<file path="src/fpmr_pkg.sv">
// shared constants and types for the frame pixel mean and rms block
package fpmr_pkg;

   // default capacity of the pixel store and of the frame count
   localparam int unsigned DEF_MAX_PIXELS = 65536;
   localparam int unsigned DEF_MAX_FRAMES = 65535;

   // field widths
   localparam int unsigned PIXEL_W     = 17;
   localparam int unsigned INDEX_W     = 16;
   localparam int unsigned SUM_W       = 34;
   localparam int unsigned SQ_W        = 48;
   localparam int unsigned NFR_W       = 16;
   localparam int unsigned FPIX_W      = 17;
   localparam int unsigned MEAN_W      = 25;
   localparam int unsigned RMS_W       = 24;
   localparam int unsigned CSR_INDEX_W = 2;
   localparam int unsigned CSR_DATA_W  = 17;

   // register indexes of the csr port
   localparam logic [CSR_INDEX_W-1:0] CSR_FRAME_PIXELS  = 2'd0;
   localparam logic [CSR_INDEX_W-1:0] CSR_FRAMES_TO_AVG = 2'd1;
   localparam logic [CSR_INDEX_W-1:0] CSR_COMPUTE_RMS   = 2'd2;

   // one pixel of the last frame, handed from front to back
   typedef struct packed {
      logic [INDEX_W-1:0]      idx;
      logic signed [SUM_W-1:0] sum;
      logic [SQ_W-1:0]         sq;
      logic [NFR_W-1:0]        nfr;
      logic                    rms_en;
      logic                    last_pix;
   } work_item_type;

endpackage

</file>
<file path="src/fpmr_queue.sv">
// two-entry queue of finished pixel sums between front and back
module fpmr_queue (
   input  logic                    clock,
   input  logic                    reset,
   input  logic                    push,
   input  fpmr_pkg::work_item_type push_item,
   output logic                    full,
   input  logic                    pop,
   output fpmr_pkg::work_item_type head_item,
   output logic                    empty
);
   import fpmr_pkg::*;

   work_item_type entry_ff [2];
   logic          wr_ptr_ff, wr_ptr_in;
   logic          rd_ptr_ff, rd_ptr_in;
   logic [1:0]    count_ff, count_in;
   logic          do_push, do_pop;

   assign full      = (count_ff == 2'd2);
   assign empty     = (count_ff == 2'd0);
   assign do_push   = push && !full;
   assign do_pop    = pop && !empty;
   assign head_item = entry_ff[rd_ptr_ff];

   // pointer and fill count
   always_comb begin
      wr_ptr_in = do_push ? !wr_ptr_ff : wr_ptr_ff;
      rd_ptr_in = do_pop ? !rd_ptr_ff : rd_ptr_ff;
      count_in  = count_ff;
      if (do_push && !do_pop) begin
         count_in = count_ff + 2'd1;
      end else if (do_pop && !do_push) begin
         count_in = count_ff - 2'd1;
      end
   end

   always_ff @(posedge clock) begin
      if (reset) begin
         wr_ptr_ff <= 1'b0;
         rd_ptr_ff <= 1'b0;
         count_ff  <= 2'd0;
      end else begin
         wr_ptr_ff <= wr_ptr_in;
         rd_ptr_ff <= rd_ptr_in;
         count_ff  <= count_in;
      end
   end

   // entry storage
   always_ff @(posedge clock) begin
      if (do_push) begin
         entry_ff[wr_ptr_ff] <= push_item;
      end
   end

endmodule

</file>
<file path="config.mk">
export PLATFORM = sky130hd
export DESIGN_NAME = fpmr_queue
export DESIGN_NICKNAME = d
export VERILOG_FILES = /design/src/fpmr_pkg.sv /design/src/fpmr_queue.sv
export SDC_FILE = /design/constraint.sdc
export NUM_CORES = 1
export LEC_CHECK = 0
export ABC_AREA = 1
export BUFFER_PORTS_ARGS = -buffer_cell sky130_fd_sc_hd__buf_4
export CAP_MARGIN = 0
export CORE_AREA = 2 2 143 145
export CTS_BUF_LIST = sky130_fd_sc_hd__clkbuf_4
export CTS_CLUSTER_DIAMETER = 40
export DETAILED_ROUTE_END_ITERATION = 10
export DIE_AREA = 0 0 145 147
export PLACE_DENSITY_LB_ADDON = 0.15
export SYNTH_ARGS = -nofsm -noshare
export SYNTH_HDL_FRONTEND = slang
export SYNTH_SLANG_ARGS = --single-unit
</file>
<file path="constraint.sdc">
create_clock -name clock -period 9.03 [get_ports clock]
set_clock_uncertainty 0.15 [all_clocks]
set_input_delay 1.806 -clock clock [delete_from_list [all_inputs] [get_ports clock]]
set_output_delay 1.806 -clock clock [all_outputs]
set_load 0.01 [all_outputs]
</file>
Yosys cells after proc, flatten, opt, wreduce, memory -nomap -nowiden

Memories as Yosys holds them, arrays and structs flattened. A register that Yosys moved wholly into a read port is not among the register bits.
Index checks and enable logic that the tools add are counted.

Bits in registers: 4
Bits in writable memories: 232
Input port bits: 120
Output and inout port bits: 118
Word-level logic and storage cells: 25
Memories kept: 1

Add/subtract/negate cells: 2
Equality and inequality tests: 1
Mux-type cells: 6
Reduce and logical (&&, ||, !) cells: 12

Memories:

| name     | depth | bits a word | read ports | clocked after memory_dff | write ports | RTL line         | source |
|---|---|---|---|---|---|---|---|
| entry_ff | 2     | 116         | 1          | 1                        | 1           | fpmr_queue.sv:14 | `work_item_type entry_ff [2];` |

Operators with widths:

| kind                                                               | number |
|---|---|
| 1-bit logical NOT                                                  | 6 |
| 1-bit logical AND                                                  | 4 |
| 1-bit two-way mux                                                  | 4 |
| 2-bit two-way mux                                                  | 2 |
| 2-bit by 1-bit adder with 2-bit output, second input constant      | 1 |
| 2-bit == test, second input constant                               | 1 |
| 2-bit logical NOT                                                  | 1 |
| 2-bit nonzero test                                                 | 1 |
| 2-bit by 1-bit subtractor with 2-bit output, second input constant | 1 |

Longest topological paths before layout

Word-level depth: 7
Gate-level depth with buffers: 10
Depth with buffers taken out: 10

Worst setup path before layout

Ideal clock, no wire load.

Kind: input to register
From: input push
To: memory entry_ff[0][0] (netlist bit), enable pin
Setup time: 0.593 ns
Data arrival time: 6.785 ns
Data required time: 8.287 ns
Path slack: 1.503 ns
Stages on the path: 2
Cell sequence: o21ai_0 -> nor2_1

Cells in the longest elaborated chain, start to end: 3

RTL lines:

| element                                 | RTL line         | source |
|---|---|---|
| start, declared                         | fpmr_queue.sv:5  | `input logic push,` |
| 1-bit logical AND                       | fpmr_queue.sv:22 | `assign do_push = push && !full;` |
| 1-bit two-way mux                       | fpmr_queue.sv:52 | `if (do_push) begin` |
| 1-bit two-way mux (not written as such) | fpmr_queue.sv:53 | `entry_ff[wr_ptr_ff] <= push_item;` |
| end, declared                           | fpmr_queue.sv:14 |  |

Every way passes these cells.

==> metrics.md <==
| Metric | Value |
|---|---|
| Cell variety after synth | `15` |
| Root buf cell | `clkbuf_4` |
| Total core area | `approximately 0.020 sq mm` |
| CTS tree | `built` |
| Syn_area_per_cell | `between 20 and 25 sq um` |
| Clock buffer depth | `3` |
| Kind of critical path | `flip-flop to output port` |
| Critical path required time | `7.07 ns` |
| Nets | `~810` |
| Post-DP HPWL | `10790 um` |
| Die footprint | `~0.021 sq mm` |
| Commonest cells after routing, fill and taps aside | `buf_4, edfxtp_1, clkbuf_4` |
| Vert. Die Dim | `about 150 um` |
| All-Layer GR Usage | `between 10% and 20%` |
| Multi-input gate area | `0.001580 sq mm` |
| Hold_ws | `between 0.4 and 0.5 ns` |
| Max Cap Viol | `0` |
| Routed Wire Length | `between 15000 and 20000 um` |
| First-pass GRT wire length | `approximately 26000 um` |
| Hold WC Path Type | `flip-flop to flip-flop` |
| Final min period | `between 4 and 5 ns` |
| Worst slack, placed | `between 4 and 5 ns` |
| Clock Sinks | `237` |
| Vias per cell | `4.688` |
| Status | `finished, final reports clean` |
| CTS Buf Count | `59` |
| Number of global-route vias before repair | `~5000` |
| Switching power | `between 0.8 and 0.9 mW` |
| # setup viols final | `0` |
| CP Capture Type | `output port` |
| Post-CTS setup buffer count | `0` |
| Dpl cells | `around 900` |
| Sequential power share | `a little under half` |
| Fin cells | `around 1000` |
| Tcrit/Tclk final | `approximately 55%` |
| Htree depth | `2` |
| Number of port buffers | `between 200 and 250` |
| DRT iter0 DRCs | `approximately 170` |
| Seq/Total Area, Yosys | `between 80 and 90%` |
| Largest net degree at the start of global routing | `~80` |
| FP Rows | `52` |
| Comb power frac | `24.6%` |
| Cts hold-fix bufs | `0` |
| Int Pwr | `~2.3 mW` |
| Synth area leader | `edfxtp_1` |
| Crit path max fanout | `62` |
| Final Hold Viols | `0` |
| Finished Core Util | `58.36%` |
| Total power | `a little over 3 mW` |
| Routability cong. | `0.7293` |
| Horiz. Die Dim | `~150 um` |
| Area fraction of the dominant cell type after synthesis | `79.45%` |
| Antenna-violating nets left | `0` |
| Synth top area cells | `edfxtp_1, mux2_2, mux2_4` |
| Setup WS post-layout | `4.051 ns` |
| Vias | `4683` |
| Post-route DRC | `0` |
| Starting Density | `~44%` |
| Startpoint types | `flip-flop` |
| Initial antenna violation count | `1` |
| Switching share of total power | `about a quarter` |
| Fillers | `1564` |
| Post-Syn Instances | `398` |
| Slew @ Worst Pin | `roughly 1.2 ns` |
| Worst Path Arrival | `3.02 ns` |
| Final Slew Violations | `0` |
| Wire per inst | `roughly 17 um` |
| Peak supply drop | `144.0 uV` |
| Syn nets | `a little over 500` |
| Grt ovf | `0` |
| Pwr dens | `266.4 mW/mm^2` |
| Finished Cell Area | `0.01158 sq mm` |
| Fmax | `about 200 MHz` |
| Power share of the clock group | `between 20 and 30%` |
| Setup TNS Final | `0 ns` |
| Unrepaired setup endpoints after global routing | `false` |
| Post-cts sizing count | `0` |
| Commonest non-fill, non-tap cell in the layout | `buf_4` |
| Synth warnings | `0` |
| Slew HR | `between 20% and 30%` |
| Ratio of cells with drive above 1 in the final layout | `between 60% and 70%` |
| CTS clk-pin slew, worst paths | `roughly 0.06 ns` |
| #FFs+latches synth | `237` |
| LEAKAGE | `around 4.5 nW` |
| I/O pins | `roughly 240` |
| Synth Cell Area | `0.008768 sq mm` |
| Area growth syn-to-layout | `32.08%` |
| Register area | `between 0.007 and 0.008 sq mm` |
| DRT Pass-1 Iters | `4` |
| Dpl cell area | `roughly 0.011 sq mm` |
| Worst skew pair latency | `around 0.61 ns` |
## layout make-up
cell class                      instances  share of cell area (%)
Clock buffer                           97                   6.288
Antenna cell                            1                 0.02161
Sequential cell                       237                   61.05
Multi-Input combinational cell        139                   13.65
Tap cell                              270                   2.917
Clock inverter                          6                  0.2269
Timing Repair Buffer                  240                   15.56
Inverter                                9                  0.2917
## final timing paths
kind                                     to  cells past startpoint                      from  slack [ns]
hold / removal       wr_ptr_ff$_SDFFE_PP0P_                      2    wr_ptr_ff$_SDFFE_PP0P_        0.40
setup / recovery              head_item[31]                      3                 flip-flop        4.05
setup reg to reg  entry_ff[1][60]$_DFFE_PP_                      3  count_ff[0]$_SDFFE_PP0P_        5.75
hold reg to reg      wr_ptr_ff$_SDFFE_PP0P_                      2    wr_ptr_ff$_SDFFE_PP0P_        0.40
## sequential cells by signal, indices dropped and copies added (netlist names), named ones only
register   count
count_ff       2
entry_ff     232
rd_ptr_ff      1
wr_ptr_ff      1
## metal layers
metal  wire (um)  vias up  global-route usage [%]
met1        6718     2271                   18.38
met4         505        0                   6.832
li1            -     2176                       -
met3        1286       44                   5.621
met5           0        -                       0
met2        8464      192                   25.79
## power by group through the flow
stage | sequential, mW | clock (mW) | combinational (mW)
after floorplan | 1.47 | 0 | 0.453
after global placement | 1.48 | 0 | 0.761
after detailed placement | 1.49 | 0 | 0.771
after CTS | 1.46 | 0.903 | 0.774
after global routing | 1.48 | 0.962 | 0.809
final | 1.46 | 0.867 | 0.758
## cells by family after synthesis
family | after synthesis | synth area share [%]
AOI/OAI and AO/OA | 6 | 0.3424
buffers and inverters | 22 | 1.555
adders and majority gates | 1 | 0.1427
and+or+nand+nor | 16 | 0.7562
muxes | 116 | 16.61
DFF | 237 | 80.59
## synthesized netlist by cell type, drive strengths merged
library cell  number
mux2             116
dfxtp              5
inv                9
o21ai              5
nand3              1
edfxtp           232
nand2              4
and2               1
nand4              1
a21oi              1
ha                 1
buf               13
nor2               9
## critical path: stages (launching register included)
cell and delay (ns):
dfxtp_4 0.92, buf_4 0.89, mux2_2 0.43, buf_4 0.15
No activity file was read; power rests on OpenSTA's default activity.
