<file path="src/fpmr_pkg.sv">
// shared constants and types for the frame pixel mean and rms block
package fpmr_pkg;

   // default capacity of the pixel store and of the frame count
   localparam int unsigned DEF_MAX_PIXELS = 65536;
   localparam int unsigned DEF_MAX_FRAMES = 65535;

   // field widths
   localparam int unsigned PIXEL_W     = 17;
   localparam int unsigned INDEX_W     = 16;
   localparam int unsigned SUM_W       = 34;
   localparam int unsigned SQ_W        = 48;
   localparam int unsigned NFR_W       = 16;
   localparam int unsigned FPIX_W      = 17;
   localparam int unsigned MEAN_W      = 25;
   localparam int unsigned RMS_W       = 24;
   localparam int unsigned CSR_INDEX_W = 2;
   localparam int unsigned CSR_DATA_W  = 17;

   // register indexes of the csr port
   localparam logic [CSR_INDEX_W-1:0] CSR_FRAME_PIXELS  = 2'd0;
   localparam logic [CSR_INDEX_W-1:0] CSR_FRAMES_TO_AVG = 2'd1;
   localparam logic [CSR_INDEX_W-1:0] CSR_COMPUTE_RMS   = 2'd2;

   // one pixel of the last frame, handed from front to back
   typedef struct packed {
      logic [INDEX_W-1:0]      idx;
      logic signed [SUM_W-1:0] sum;
      logic [SQ_W-1:0]         sq;
      logic [NFR_W-1:0]        nfr;
      logic                    rms_en;
      logic                    last_pix;
   } work_item_type;

endpackage

</file>
<file path="src/fpmr_back.sv">
// back end: serial divide, multiply and square root that turn sums into mean and rms
module fpmr_back (
   input  logic                               clock,
   input  logic                               reset,
   input  logic                               q_empty,
   input  fpmr_pkg::work_item_type            q_item,
   output logic                               q_pop,
   output logic                               rsp_empty,
   input  logic                               rsp_pop,
   output logic [fpmr_pkg::INDEX_W-1:0]       rsp_pixel_index,
   output logic signed [fpmr_pkg::MEAN_W-1:0] rsp_mean_value,
   output logic [fpmr_pkg::RMS_W-1:0]         rsp_rms_value,
   output logic                               rsp_last_pixel
);
   import fpmr_pkg::*;

   localparam int unsigned NUM_W  = SUM_W + 8;
   localparam int unsigned ROOT_W = 40;
   localparam int unsigned RAD_W  = 2 * ROOT_W;
   localparam int unsigned SREM_W = ROOT_W + 3;
   localparam int unsigned PACC_W = 64;
   localparam int unsigned MACC_W = 68;
   localparam int unsigned HALF_W = SUM_W / 2;

   typedef enum logic [8:0] {
      ST_IDLE     = 9'b000000001,
      ST_DIV_MEAN = 9'b000000010,
      ST_MEAN_FIX = 9'b000000100,
      ST_MUL      = 9'b000001000,
      ST_DIFF     = 9'b000010000,
      ST_SQRT     = 9'b000100000,
      ST_DIV_RMS  = 9'b001000000,
      ST_RMS_FIX  = 9'b010000000,
      ST_DONE     = 9'b100000000
   } state_type;

   state_type          state_ff, state_in;
   logic [INDEX_W-1:0] idx_ff, idx_in;
   logic               neg_ff, neg_in;
   logic [SUM_W-1:0]   mag_ff, mag_in;
   logic [SQ_W-1:0]    sq_ff, sq_in;
   logic [NFR_W-1:0]   nfr_ff, nfr_in;
   logic               rms_en_ff, rms_en_in;
   logic               lastp_ff, lastp_in;
   logic [5:0]         cnt_ff, cnt_in;
   logic [NUM_W-1:0]   num_ff, num_in;
   logic [NFR_W-1:0]   rem_ff, rem_in;
   logic [MEAN_W-1:0]  mean_ff, mean_in;
   logic [RMS_W-1:0]   rms_ff, rms_in;
   logic [47:0]        prod_ff, prod_in;
   logic [PACC_W-1:0]  pacc_ff, pacc_in;
   logic [MACC_W-1:0]  macc_ff, macc_in;
   logic [2:0]         step_ff, step_in;
   logic [RAD_W-1:0]   rad_ff, rad_in;
   logic [SREM_W-1:0]  srem_ff, srem_in;
   logic [ROOT_W-1:0]  root_ff, root_in;
   logic               out_valid_ff, out_valid_in;
   logic [INDEX_W-1:0] out_idx_ff, out_idx_in;
   logic [MEAN_W-1:0]  out_mean_ff, out_mean_in;
   logic [RMS_W-1:0]   out_rms_ff, out_rms_in;
   logic               out_last_ff, out_last_in;

   logic [NFR_W:0]     div_sh, div_sub;
   logic               div_ge;
   logic [NUM_W-1:0]   div_num_nx;
   logic [NFR_W-1:0]   div_rem_nx;
   logic [SREM_W-1:0]  sq_trial, sq_sh;
   logic               sq_ge;
   logic [ROOT_W-1:0]  root_nx;
   logic [23:0]        mul_a, mul_b;
   logic [NUM_W:0]     mq;
   logic [PACC_W-1:0]  diff;
   logic [SUM_W-1:0]   item_sum_u;

   assign rsp_empty       = !out_valid_ff;
   assign rsp_pixel_index = out_idx_ff;
   assign rsp_mean_value  = out_mean_ff;
   assign rsp_rms_value   = out_rms_ff;
   assign rsp_last_pixel  = out_last_ff;

   // one restoring division step by the frame count
   always_comb begin
      div_sh     = {rem_ff, num_ff[NUM_W-1]};
      div_ge     = div_sh >= {1'b0, nfr_ff};
      div_sub    = div_sh - {1'b0, nfr_ff};
      div_rem_nx = div_ge ? div_sub[NFR_W-1:0] : div_sh[NFR_W-1:0];
      div_num_nx = {num_ff[NUM_W-2:0], div_ge};
   end

   // one digit of the square root
   always_comb begin
      sq_sh    = {srem_ff[SREM_W-3:0], rad_ff[RAD_W-1:RAD_W-2]};
      sq_trial = {1'b0, root_ff, 2'b01};
      sq_ge    = sq_sh >= sq_trial;
      root_nx  = {root_ff[ROOT_W-2:0], sq_ge};
   end

   // shared multiplier operand select
   always_comb begin
      mul_a = '0;
      mul_b = '0;
      case (step_ff)
         3'd0: begin
            mul_a = {8'b0, nfr_ff};
            mul_b = sq_ff[23:0];
         end
         3'd1: begin
            mul_a = {8'b0, nfr_ff};
            mul_b = sq_ff[47:24];
         end
         3'd2: begin
            mul_a = {7'b0, mag_ff[HALF_W-1:0]};
            mul_b = {7'b0, mag_ff[HALF_W-1:0]};
         end
         3'd3: begin
            mul_a = {7'b0, mag_ff[SUM_W-1:HALF_W]};
            mul_b = {7'b0, mag_ff[HALF_W-1:0]};
         end
         3'd4: begin
            mul_a = {7'b0, mag_ff[SUM_W-1:HALF_W]};
            mul_b = {7'b0, mag_ff[SUM_W-1:HALF_W]};
         end
         default: ;
      endcase
   end

   always_comb begin
      mq         = {1'b0, num_ff} + {{NUM_W{1'b0}}, (neg_ff && rem_ff != '0)};
      diff       = pacc_ff - macc_ff[PACC_W-1:0];
      item_sum_u = q_item.sum;
   end

   // sequencer
   always_comb begin
      state_in     = state_ff;
      idx_in       = idx_ff;
      neg_in       = neg_ff;
      mag_in       = mag_ff;
      sq_in        = sq_ff;
      nfr_in       = nfr_ff;
      rms_en_in    = rms_en_ff;
      lastp_in     = lastp_ff;
      cnt_in       = cnt_ff;
      num_in       = num_ff;
      rem_in       = rem_ff;
      mean_in      = mean_ff;
      rms_in       = rms_ff;
      prod_in      = prod_ff;
      pacc_in      = pacc_ff;
      macc_in      = macc_ff;
      step_in      = step_ff;
      rad_in       = rad_ff;
      srem_in      = srem_ff;
      root_in      = root_ff;
      out_valid_in = out_valid_ff && !rsp_pop;
      out_idx_in   = out_idx_ff;
      out_mean_in  = out_mean_ff;
      out_rms_in   = out_rms_ff;
      out_last_in  = out_last_ff;
      q_pop        = 1'b0;
      unique case (state_ff)
         ST_IDLE: begin
            if (!q_empty) begin
               q_pop     = 1'b1;
               idx_in    = q_item.idx;
               neg_in    = item_sum_u[SUM_W-1];
               mag_in    = item_sum_u[SUM_W-1] ? '0 - item_sum_u : item_sum_u;
               sq_in     = q_item.sq;
               nfr_in    = q_item.nfr;
               rms_en_in = q_item.rms_en;
               lastp_in  = q_item.last_pix;
               num_in    = {(item_sum_u[SUM_W-1] ? '0 - item_sum_u : item_sum_u), 8'b0};
               rem_in    = '0;
               cnt_in    = '0;
               state_in  = ST_DIV_MEAN;
            end
         end
         ST_DIV_MEAN, ST_DIV_RMS: begin
            num_in = div_num_nx;
            rem_in = div_rem_nx;
            cnt_in = cnt_ff + 6'd1;
            if (cnt_ff == 6'(NUM_W - 1)) begin
               state_in = (state_ff == ST_DIV_MEAN) ? ST_MEAN_FIX : ST_RMS_FIX;
            end
         end
         ST_MEAN_FIX: begin
            // floor division: round the magnitude up for negative sums, then saturate
            if (!neg_ff) begin
               mean_in = (num_ff > NUM_W'(24'hFFFFFF)) ? 25'h0FFFFFF : {1'b0, num_ff[23:0]};
            end else begin
               mean_in = (mq > (NUM_W+1)'(25'h1000000)) ? 25'h1000000 : 25'd0 - mq[24:0];
            end
            rms_in  = '0;
            pacc_in = '0;
            macc_in = '0;
            step_in = '0;
            state_in = rms_en_ff ? ST_MUL : ST_DONE;
         end
         ST_MUL: begin
            // n*sq and mag*mag from partial products, one per cycle
            prod_in = mul_a * mul_b;
            step_in = step_ff + 3'd1;
            case (step_ff)
               3'd1: pacc_in = pacc_ff + PACC_W'(prod_ff);
               3'd2: pacc_in = pacc_ff + PACC_W'({prod_ff, 24'b0});
               3'd3: macc_in = macc_ff + MACC_W'(prod_ff);
               3'd4: macc_in = macc_ff + MACC_W'({prod_ff, 18'b0});
               3'd5: macc_in = macc_ff + MACC_W'({prod_ff, 34'b0});
               default: ;
            endcase
            if (step_ff == 3'd5) begin
               state_in = ST_DIFF;
            end
         end
         ST_DIFF: begin
            // negative variance clamps to zero
            rad_in   = ({4'b0, pacc_ff} >= macc_ff) ? {diff, 16'b0} : '0;
            srem_in  = '0;
            root_in  = '0;
            cnt_in   = '0;
            state_in = ST_SQRT;
         end
         ST_SQRT: begin
            srem_in = sq_ge ? sq_sh - sq_trial : sq_sh;
            root_in = root_nx;
            rad_in  = {rad_ff[RAD_W-3:0], 2'b00};
            cnt_in  = cnt_ff + 6'd1;
            if (cnt_ff == 6'(ROOT_W - 1)) begin
               num_in   = {{(NUM_W-ROOT_W){1'b0}}, root_nx};
               rem_in   = '0;
               cnt_in   = '0;
               state_in = ST_DIV_RMS;
            end
         end
         ST_RMS_FIX: begin
            rms_in   = (num_ff > NUM_W'(24'hFFFFFF)) ? 24'hFFFFFF : num_ff[23:0];
            state_in = ST_DONE;
         end
         ST_DONE: begin
            if (!out_valid_ff || rsp_pop) begin
               out_valid_in = 1'b1;
               out_idx_in   = idx_ff;
               out_mean_in  = mean_ff;
               out_rms_in   = rms_ff;
               out_last_in  = lastp_ff;
               state_in     = ST_IDLE;
            end
         end
         default: state_in = ST_IDLE;
      endcase
   end

   // control registers
   always_ff @(posedge clock) begin
      if (reset) begin
         state_ff     <= ST_IDLE;
         out_valid_ff <= 1'b0;
      end else begin
         state_ff     <= state_in;
         out_valid_ff <= out_valid_in;
      end
   end

   // datapath registers
   always_ff @(posedge clock) begin
      idx_ff      <= idx_in;
      neg_ff      <= neg_in;
      mag_ff      <= mag_in;
      sq_ff       <= sq_in;
      nfr_ff      <= nfr_in;
      rms_en_ff   <= rms_en_in;
      lastp_ff    <= lastp_in;
      cnt_ff      <= cnt_in;
      num_ff      <= num_in;
      rem_ff      <= rem_in;
      mean_ff     <= mean_in;
      rms_ff      <= rms_in;
      prod_ff     <= prod_in;
      pacc_ff     <= pacc_in;
      macc_ff     <= macc_in;
      step_ff     <= step_in;
      rad_ff      <= rad_in;
      srem_ff     <= srem_in;
      root_ff     <= root_in;
      out_idx_ff  <= out_idx_in;
      out_mean_ff <= out_mean_in;
      out_rms_ff  <= out_rms_in;
      out_last_ff <= out_last_in;
   end

endmodule

</file>
<file path="config.mk">
export PLATFORM = sky130hd
export DESIGN_NAME = fpmr_back
export DESIGN_NICKNAME = d
export VERILOG_FILES = /design/src/fpmr_pkg.sv /design/src/fpmr_back.sv
export SDC_FILE = /design/constraint.sdc
export NUM_CORES = 2
export LEC_CHECK = 0
export BUFFER_PORTS_ARGS = -buffer_cell sky130_fd_sc_hd__buf_2
export CAP_MARGIN = 20
export CELL_PAD_IN_SITES_DETAIL_PLACEMENT = 0
export CELL_PAD_IN_SITES_GLOBAL_PLACEMENT = 2
export CORE_ASPECT_RATIO = 0.9
export CORE_UTILIZATION = 44
export CTS_BUF_LIST = sky130_fd_sc_hd__clkbuf_16
export DETAILED_ROUTE_END_ITERATION = 8
export MAX_ROUTING_LAYER = met4
export PLACE_DENSITY = 0.91
export SLEW_MARGIN = 20
export SYNTH_ARGS = -nofsm -noshare
export SYNTH_HDL_FRONTEND = slang
export SYNTH_SLANG_ARGS = --single-unit
</file>
<file path="constraint.sdc">
create_clock -name clock -period 16 [get_ports clock]
set_clock_uncertainty 0.15 [all_clocks]
set_input_delay 0.8 -clock clock [delete_from_list [all_inputs] [get_ports clock]]
set_output_delay 0.8 -clock clock [all_outputs]
set_load 0.01 [all_outputs]
</file>
# --- Word-level counts from Yosys, hierarchy flattened ---
# Index checks and enable logic that the tools add are counted.
op_classes:
  n_addsub: 13
  mul: 1
  n_lt_le_gt_ge: 5
  n_eq_ne: 23
  n_mux: 40
  bitwise_logic: 1
  reduce_logical: 23
ops:
  columns: ["cell", "count"]
  rows:
  - ["$pmux W64 S2", 2]
  - ["$pmux W68 S3", 1]
  - ["$pmux W80 S2", 1]
  - ["$pmux W68 S2", 1]
  - ["$pmux W42 S3", 1]
  - ["$pmux W24 S4", 1]
  - ["$mux W42", 2]
  - ["$pmux W41 S2", 1]
  - ["$mux W80", 1]
  - ["$pmux W40 S2", 1]
  - ["$pmux W9 S8", 1]
  - ["$add A68 B48 Y68", 1]
  - ["$add A68 B66 Y68", 1]
  - ["$add A68 B68 Y68", 1]
  - ["$ge A64 B68 Y1", 1]
  - ["$add A64 B48 Y64", 1]
  - ["$add A64 B64 Y64", 1]
  - ["$sub A64 B64 Y64", 1]
  - ["$mux W9", 6]
  - ["$pmux W17 S3", 1]
  - ["$mux W25", 2]
  - ["$mul A24 B24 Y48", 1]
  - ["$mux W16", 3]
  - ["$mux W24", 2]
  - ["other kinds (49)", 71]
word_totals:
  reg_bits: 650
  inputBits: 120
  output_inout_bits: 68
  wordCells: 131

# --- Longest topological paths before layout ---
depth:
  word_depth: 6
  depth_mapped: 36
  depth_no_buf: 31

# --- Worst setup path before layout ---
# OpenSTA, ideal clock, no wires.
synth_timing:
  path_type: "register -> register"
  start: "reg step_ff[2]"
  end: "reg prod_ff[42], data pin"
  setup_time_ns: 0.258
  arrival_time_ns: 7.930
  required_time_ns: 15.592
  setup_slack_ns: 7.662
  stages_incl_launch_ff: 31
  n_path_buf: 3
  synth_period_minus_slack_ns: 8.338
  path_cell_list: "edfxtp_1 -> clkbuf_1 -> inv_1 -> ha_1 -> or2_2 -> clkbuf_1 -> clkbuf_1 -> a221oi_1 -> nor2_1 -> fa_1 -> inv_1 -> fa_1 -> fa_1 -> inv_1 -> fa_1 -> fa_1 -> inv_1 -> fa_1 -> inv_1 -> ha_1 -> and2_1 -> and3_1 -> a21o_1 -> a21o_1 -> a311o_1 -> a21o_1 -> a21o_1 -> a21o_1 -> a211o_1 -> a21oi_1 -> xnor2_1"
synth_between:
  elab_chain_cells: 4
  elab_cells_between_ends: 11
  classes_between: "1 x mul; 4 x eq/ne; 2 x mux; 4 x reduce/logical"
synth_lines:
  columns: ["item", "line_no", "source"]
  rows:
  - ["from (decl)", "fpmr_back.sv:53", "logic [2:0] step_ff, step_in;"]
  - ["from (signal assigned)", "fpmr_back.sv:281", "step_ff <= step_in;"]
  - ["$eq A3 B2 Y1 (tied with other cells)", "fpmr_back.sv:102", "case (step_ff)"]
  - ["$reduce_or A2 Y1 (no line)", null, null]
  - ["$pmux W24 S4 / $pmux W17 S3 (equally long branches)", "fpmr_back.sv:102", null]
  - ["$mul A24 B24 Y48 *", "fpmr_back.sv:201", "prod_in = mul_a * mul_b;"]
  - ["to (signal assigned)", "fpmr_back.sv:278", "prod_ff <= prod_in;"]
  - ["to (decl)", "fpmr_back.sv:50", "logic [47:0] prod_ff, prod_in;"]
# Every way passes the cells marked *; elsewhere a longest branch is shown, timed or not.
# A chain may end at the register's enable or synchronous reset.

# --- Final worst setup path ---
layout_timing:
  start: "reg step_ff[0]"
  end: "reg prod_ff[40], data pin"
# The elaborated chain is that of the path after synthesis.

==> results by group <==
Placement
  – Dpl cell area: 61800 um^2
  – DP HPWL: 146000 um
  – IO Port Bufs: 187
  – Placed Instances: 8262
  – Placer Congestion: 0.960

Global route
  – Overall routing resource usage: 0.285
  – Global-route wire length before repair: 288000 um
  – Pin count of the biggest net entering global routing: 118
  – Number of global-route vias before repair: 47300
  – Remaining global-route overflow: 0
  – Initial antenna violation count: 5

Synthesis
  – Synth Flop Type: edfxtp_1
  – Sequential-to-total area share from yosys stat: 0.318
  – Synth Cell Area: 59200 um^2
  – Seq cells post-synth: 630
  – Synth top area share: 0.314
  – Most common cell in the synthesized netlist: nand2_1
  – Syn. warnings: 0
  – EDFF count, synth: 620
  – Syn Area/Cell: 9.02 um^2
  – Synth Net Count: 7483
  – Synth Instances: 6566
  – Synth area leaders: edfxtp_1 31%, fa_1 11%, ha_1 9.7%
  – Netlist cell types: 96
  – Post-synth ARST share: 0
  – Yosys top cell by area: edfxtp_1
  – Top post-synthesis cells by count: 774 x nand2_1, 644 x inv_1, 620 x edfxtp_1

Worst setup path
  – CP Data Required Time: 16.25 ns
  – CP Class: reg2reg
  – Cell repeated most along the worst path: fa_1
  – R2r startpoint: step_ff[0]$_SDFFCE_PN0P_
  – CP peak stage delay: 0.81 ns
  – Critical Path Start Type: register
  – WP data arrival: 9.98 ns
  – Crit-path max FO: 34
  – Worst setup EP type: register
  – Setup crit start: step_ff[0]$_SDFFCE_PN0P_
  – Slowest CP cell: nor2_1

Route
  – DRC: 0
  – 1st-iter DRT viols: 4916
  – Pre-antenna DRT Iters: 6
  – Antenna Nets Post-Route: 0
  – Vias: 49400
  – Via/cell ratio: 5.88
  – Final WL: 190000 um
  – WL/cell: 22.6 um

CTS
  – Clk sink count: 630
  – TritonCTS buffer count: 78
  – Setup Buffers After CTS: 0
  – H-tree depth: 3
  – CTS tree: done
  – Clk_lat worst skew: 0.70 ns
  – CTS clk-pin slew, worst paths: 0.06 ns
  – Hold buffer count at CTS: 0
  – CTS Root Cell: clkbuf_16
  – PostCTS Resize Cnt: 0
  – Clk buf depth: 3

Outcome
  – Outcome: completed

Finish
  – Synth-to-Final Area Change: 8.81%
  – Share of cells above drive strength 1: 0.0668
  – Final Cell Area: 64500 um^2
  – Final std cells w/o fill: 8409
  – Final core utilization: 0.483
  – Fin nets: 7518
  – Fillers: 12600

STA
  – # setup viols final: 0
  – Worst-margin pin slew: 1.09 ns
  – RSZ-0062 raised after global routing: false
  – Final count of hold timing violations: 0
  – Fin crit period: 9.73 ns
  – Achievable Freq: 0.103 GHz
  – Fin. max-slew vios: 0
  – Tcrit/Tclk final: 0.608
  – Slew headroom: 0.270
  – Sum Neg Setup Slack: 0 ns

Power
  – Power Dens Cells: 66.3 nW/um^2
  – Worst ir drop on vdd: 0.0818 mV
  – Static Leak: 27.5 nW

Die
  – Ports: 188
  – Die Y-Extent: 350 um
  – Initial Util: 0.444
  – Die X: 389 um
  – # rows: 127
  – Core area: 133000 um^2
  – Die footprint: 136000 um^2

Hold path
  – Hold Crit Class: in2reg
  – HP Start: q_item[102]

Flow run
  – Max-Cap Viols: 0
==> layer usage <==
layer	share of wire	up-vias	global-route usage
li1	-	23300	-
met1	0.46	23900	0.405
met2	0.42	1968	0.409
met3	0.083	304	0.0496
met4	0.035	0	0.0904
met5	0	-	-
==> sequential cells by signal, summed over array words and instances (netlist names), 24 cells and up <==
name	flops
rms_ff	24
num_ff	42
rad_ff	64
sq_ff	48
mean_ff	25
mag_ff	34
prod_ff	44
srem_ff	41
root_ff	40
pacc_ff	64
rsp_rms_value	24
rsp_mean_value	25
macc_ff	68
==> path summary, 6_finish.rpt <==
kind	endpoint	slack, ns	cells after the start
hold / removal	idx_ff[2]$_DFFE_PP_	0.13	1
setup / recovery	prod_ff[40]$_DFFE_PP_	6.27	29
hold reg to reg	rsp_rms_value[9]$_DFFE_PP_	0.26	0
setup reg to reg	prod_ff[40]$_DFFE_PP_	6.27	29
==> report_power, final <==
group | internal (mW) | total [mW] | switching (mW) | leakage [nW]
clock | 1.09 | 1.88 | 0.788 | 1.33
sequential | 1.89 | 1.98 | 0.0947 | 5.55
combinational | 0.155 | 0.415 | 0.260 | 20.6
==> through the flow <==
step	power, mW	hold WS [ns]	setup slack [ns]
final	4.27	0.129	6.27
after global routing	4.41	0.0817	5.65
after detailed placement	2.42	0.255	6.37
after global placement	2.42	0.250	6.52
after CTS	4.31	0.0698	6.32
after floorplan	2.28	0.250	7.66
==> final cells by class <==
type                    count  area [um^2]  area share
well taps                1741         2180      0.0338
diodes                      3         7.51    0.000116
repair buffers            255         1470      0.0228
clock buffers              79         1980      0.0307
clock inverters            65          692      0.0107
inverters                 646         2420      0.0376
flip-flops and latches    630        18800       0.292
multi-input cells        4990        36900       0.572
==> critical path, delay by kind of cell, from the launching register on <==
family	cells	cell delay [ns]
adders and majority gates	8	3.64
and+or+nand+nor	8	2.86
AOI/OAI and AO/OA	7	1.58
buffers and inverters	5	0.61
DFF	1	0.44
xor gates and xnor gates	1	0.10
==> layout by cell type, fill, tap and decap left out, types with 45 or more instances in the layout <==
master and n:
mux2i_1 55, o21bai_1 49, nand2b_1 47, nand4_1 100, ha_1 460, buf_4 65, nor3_1 89, xor2_1 139
xnor2_1 274, a31oi_1 52, buf_2 188, nor2b_1 47, and2_1 45, clkbuf_16 79, nand2_1 772, fa_1 337
a21o_1 248, nor2_1 602, a22oi_1 83, o21a_1 49, and3_1 48, inv_1 653, o21ai_0 314, edfxtp_1 620
a21oi_1 499, a211oi_1 52, nand3_1 103
==> cells by family (layout without fill, tap and decap cells) <==
kind of cell,after synthesis,in the layout,share of synthesized area
other cells,0,3,0
simple gates,2032,2032,0.156
flops,630,630,0.318
compound gates,1692,1692,0.184
mux,56,56,0.00948
buf+inv,946,1045,0.0611
fa+ha+maj,797,797,0.211
xor+xnor,413,413,0.0611
Note: power is estimated with default switching activity, not from simulation.
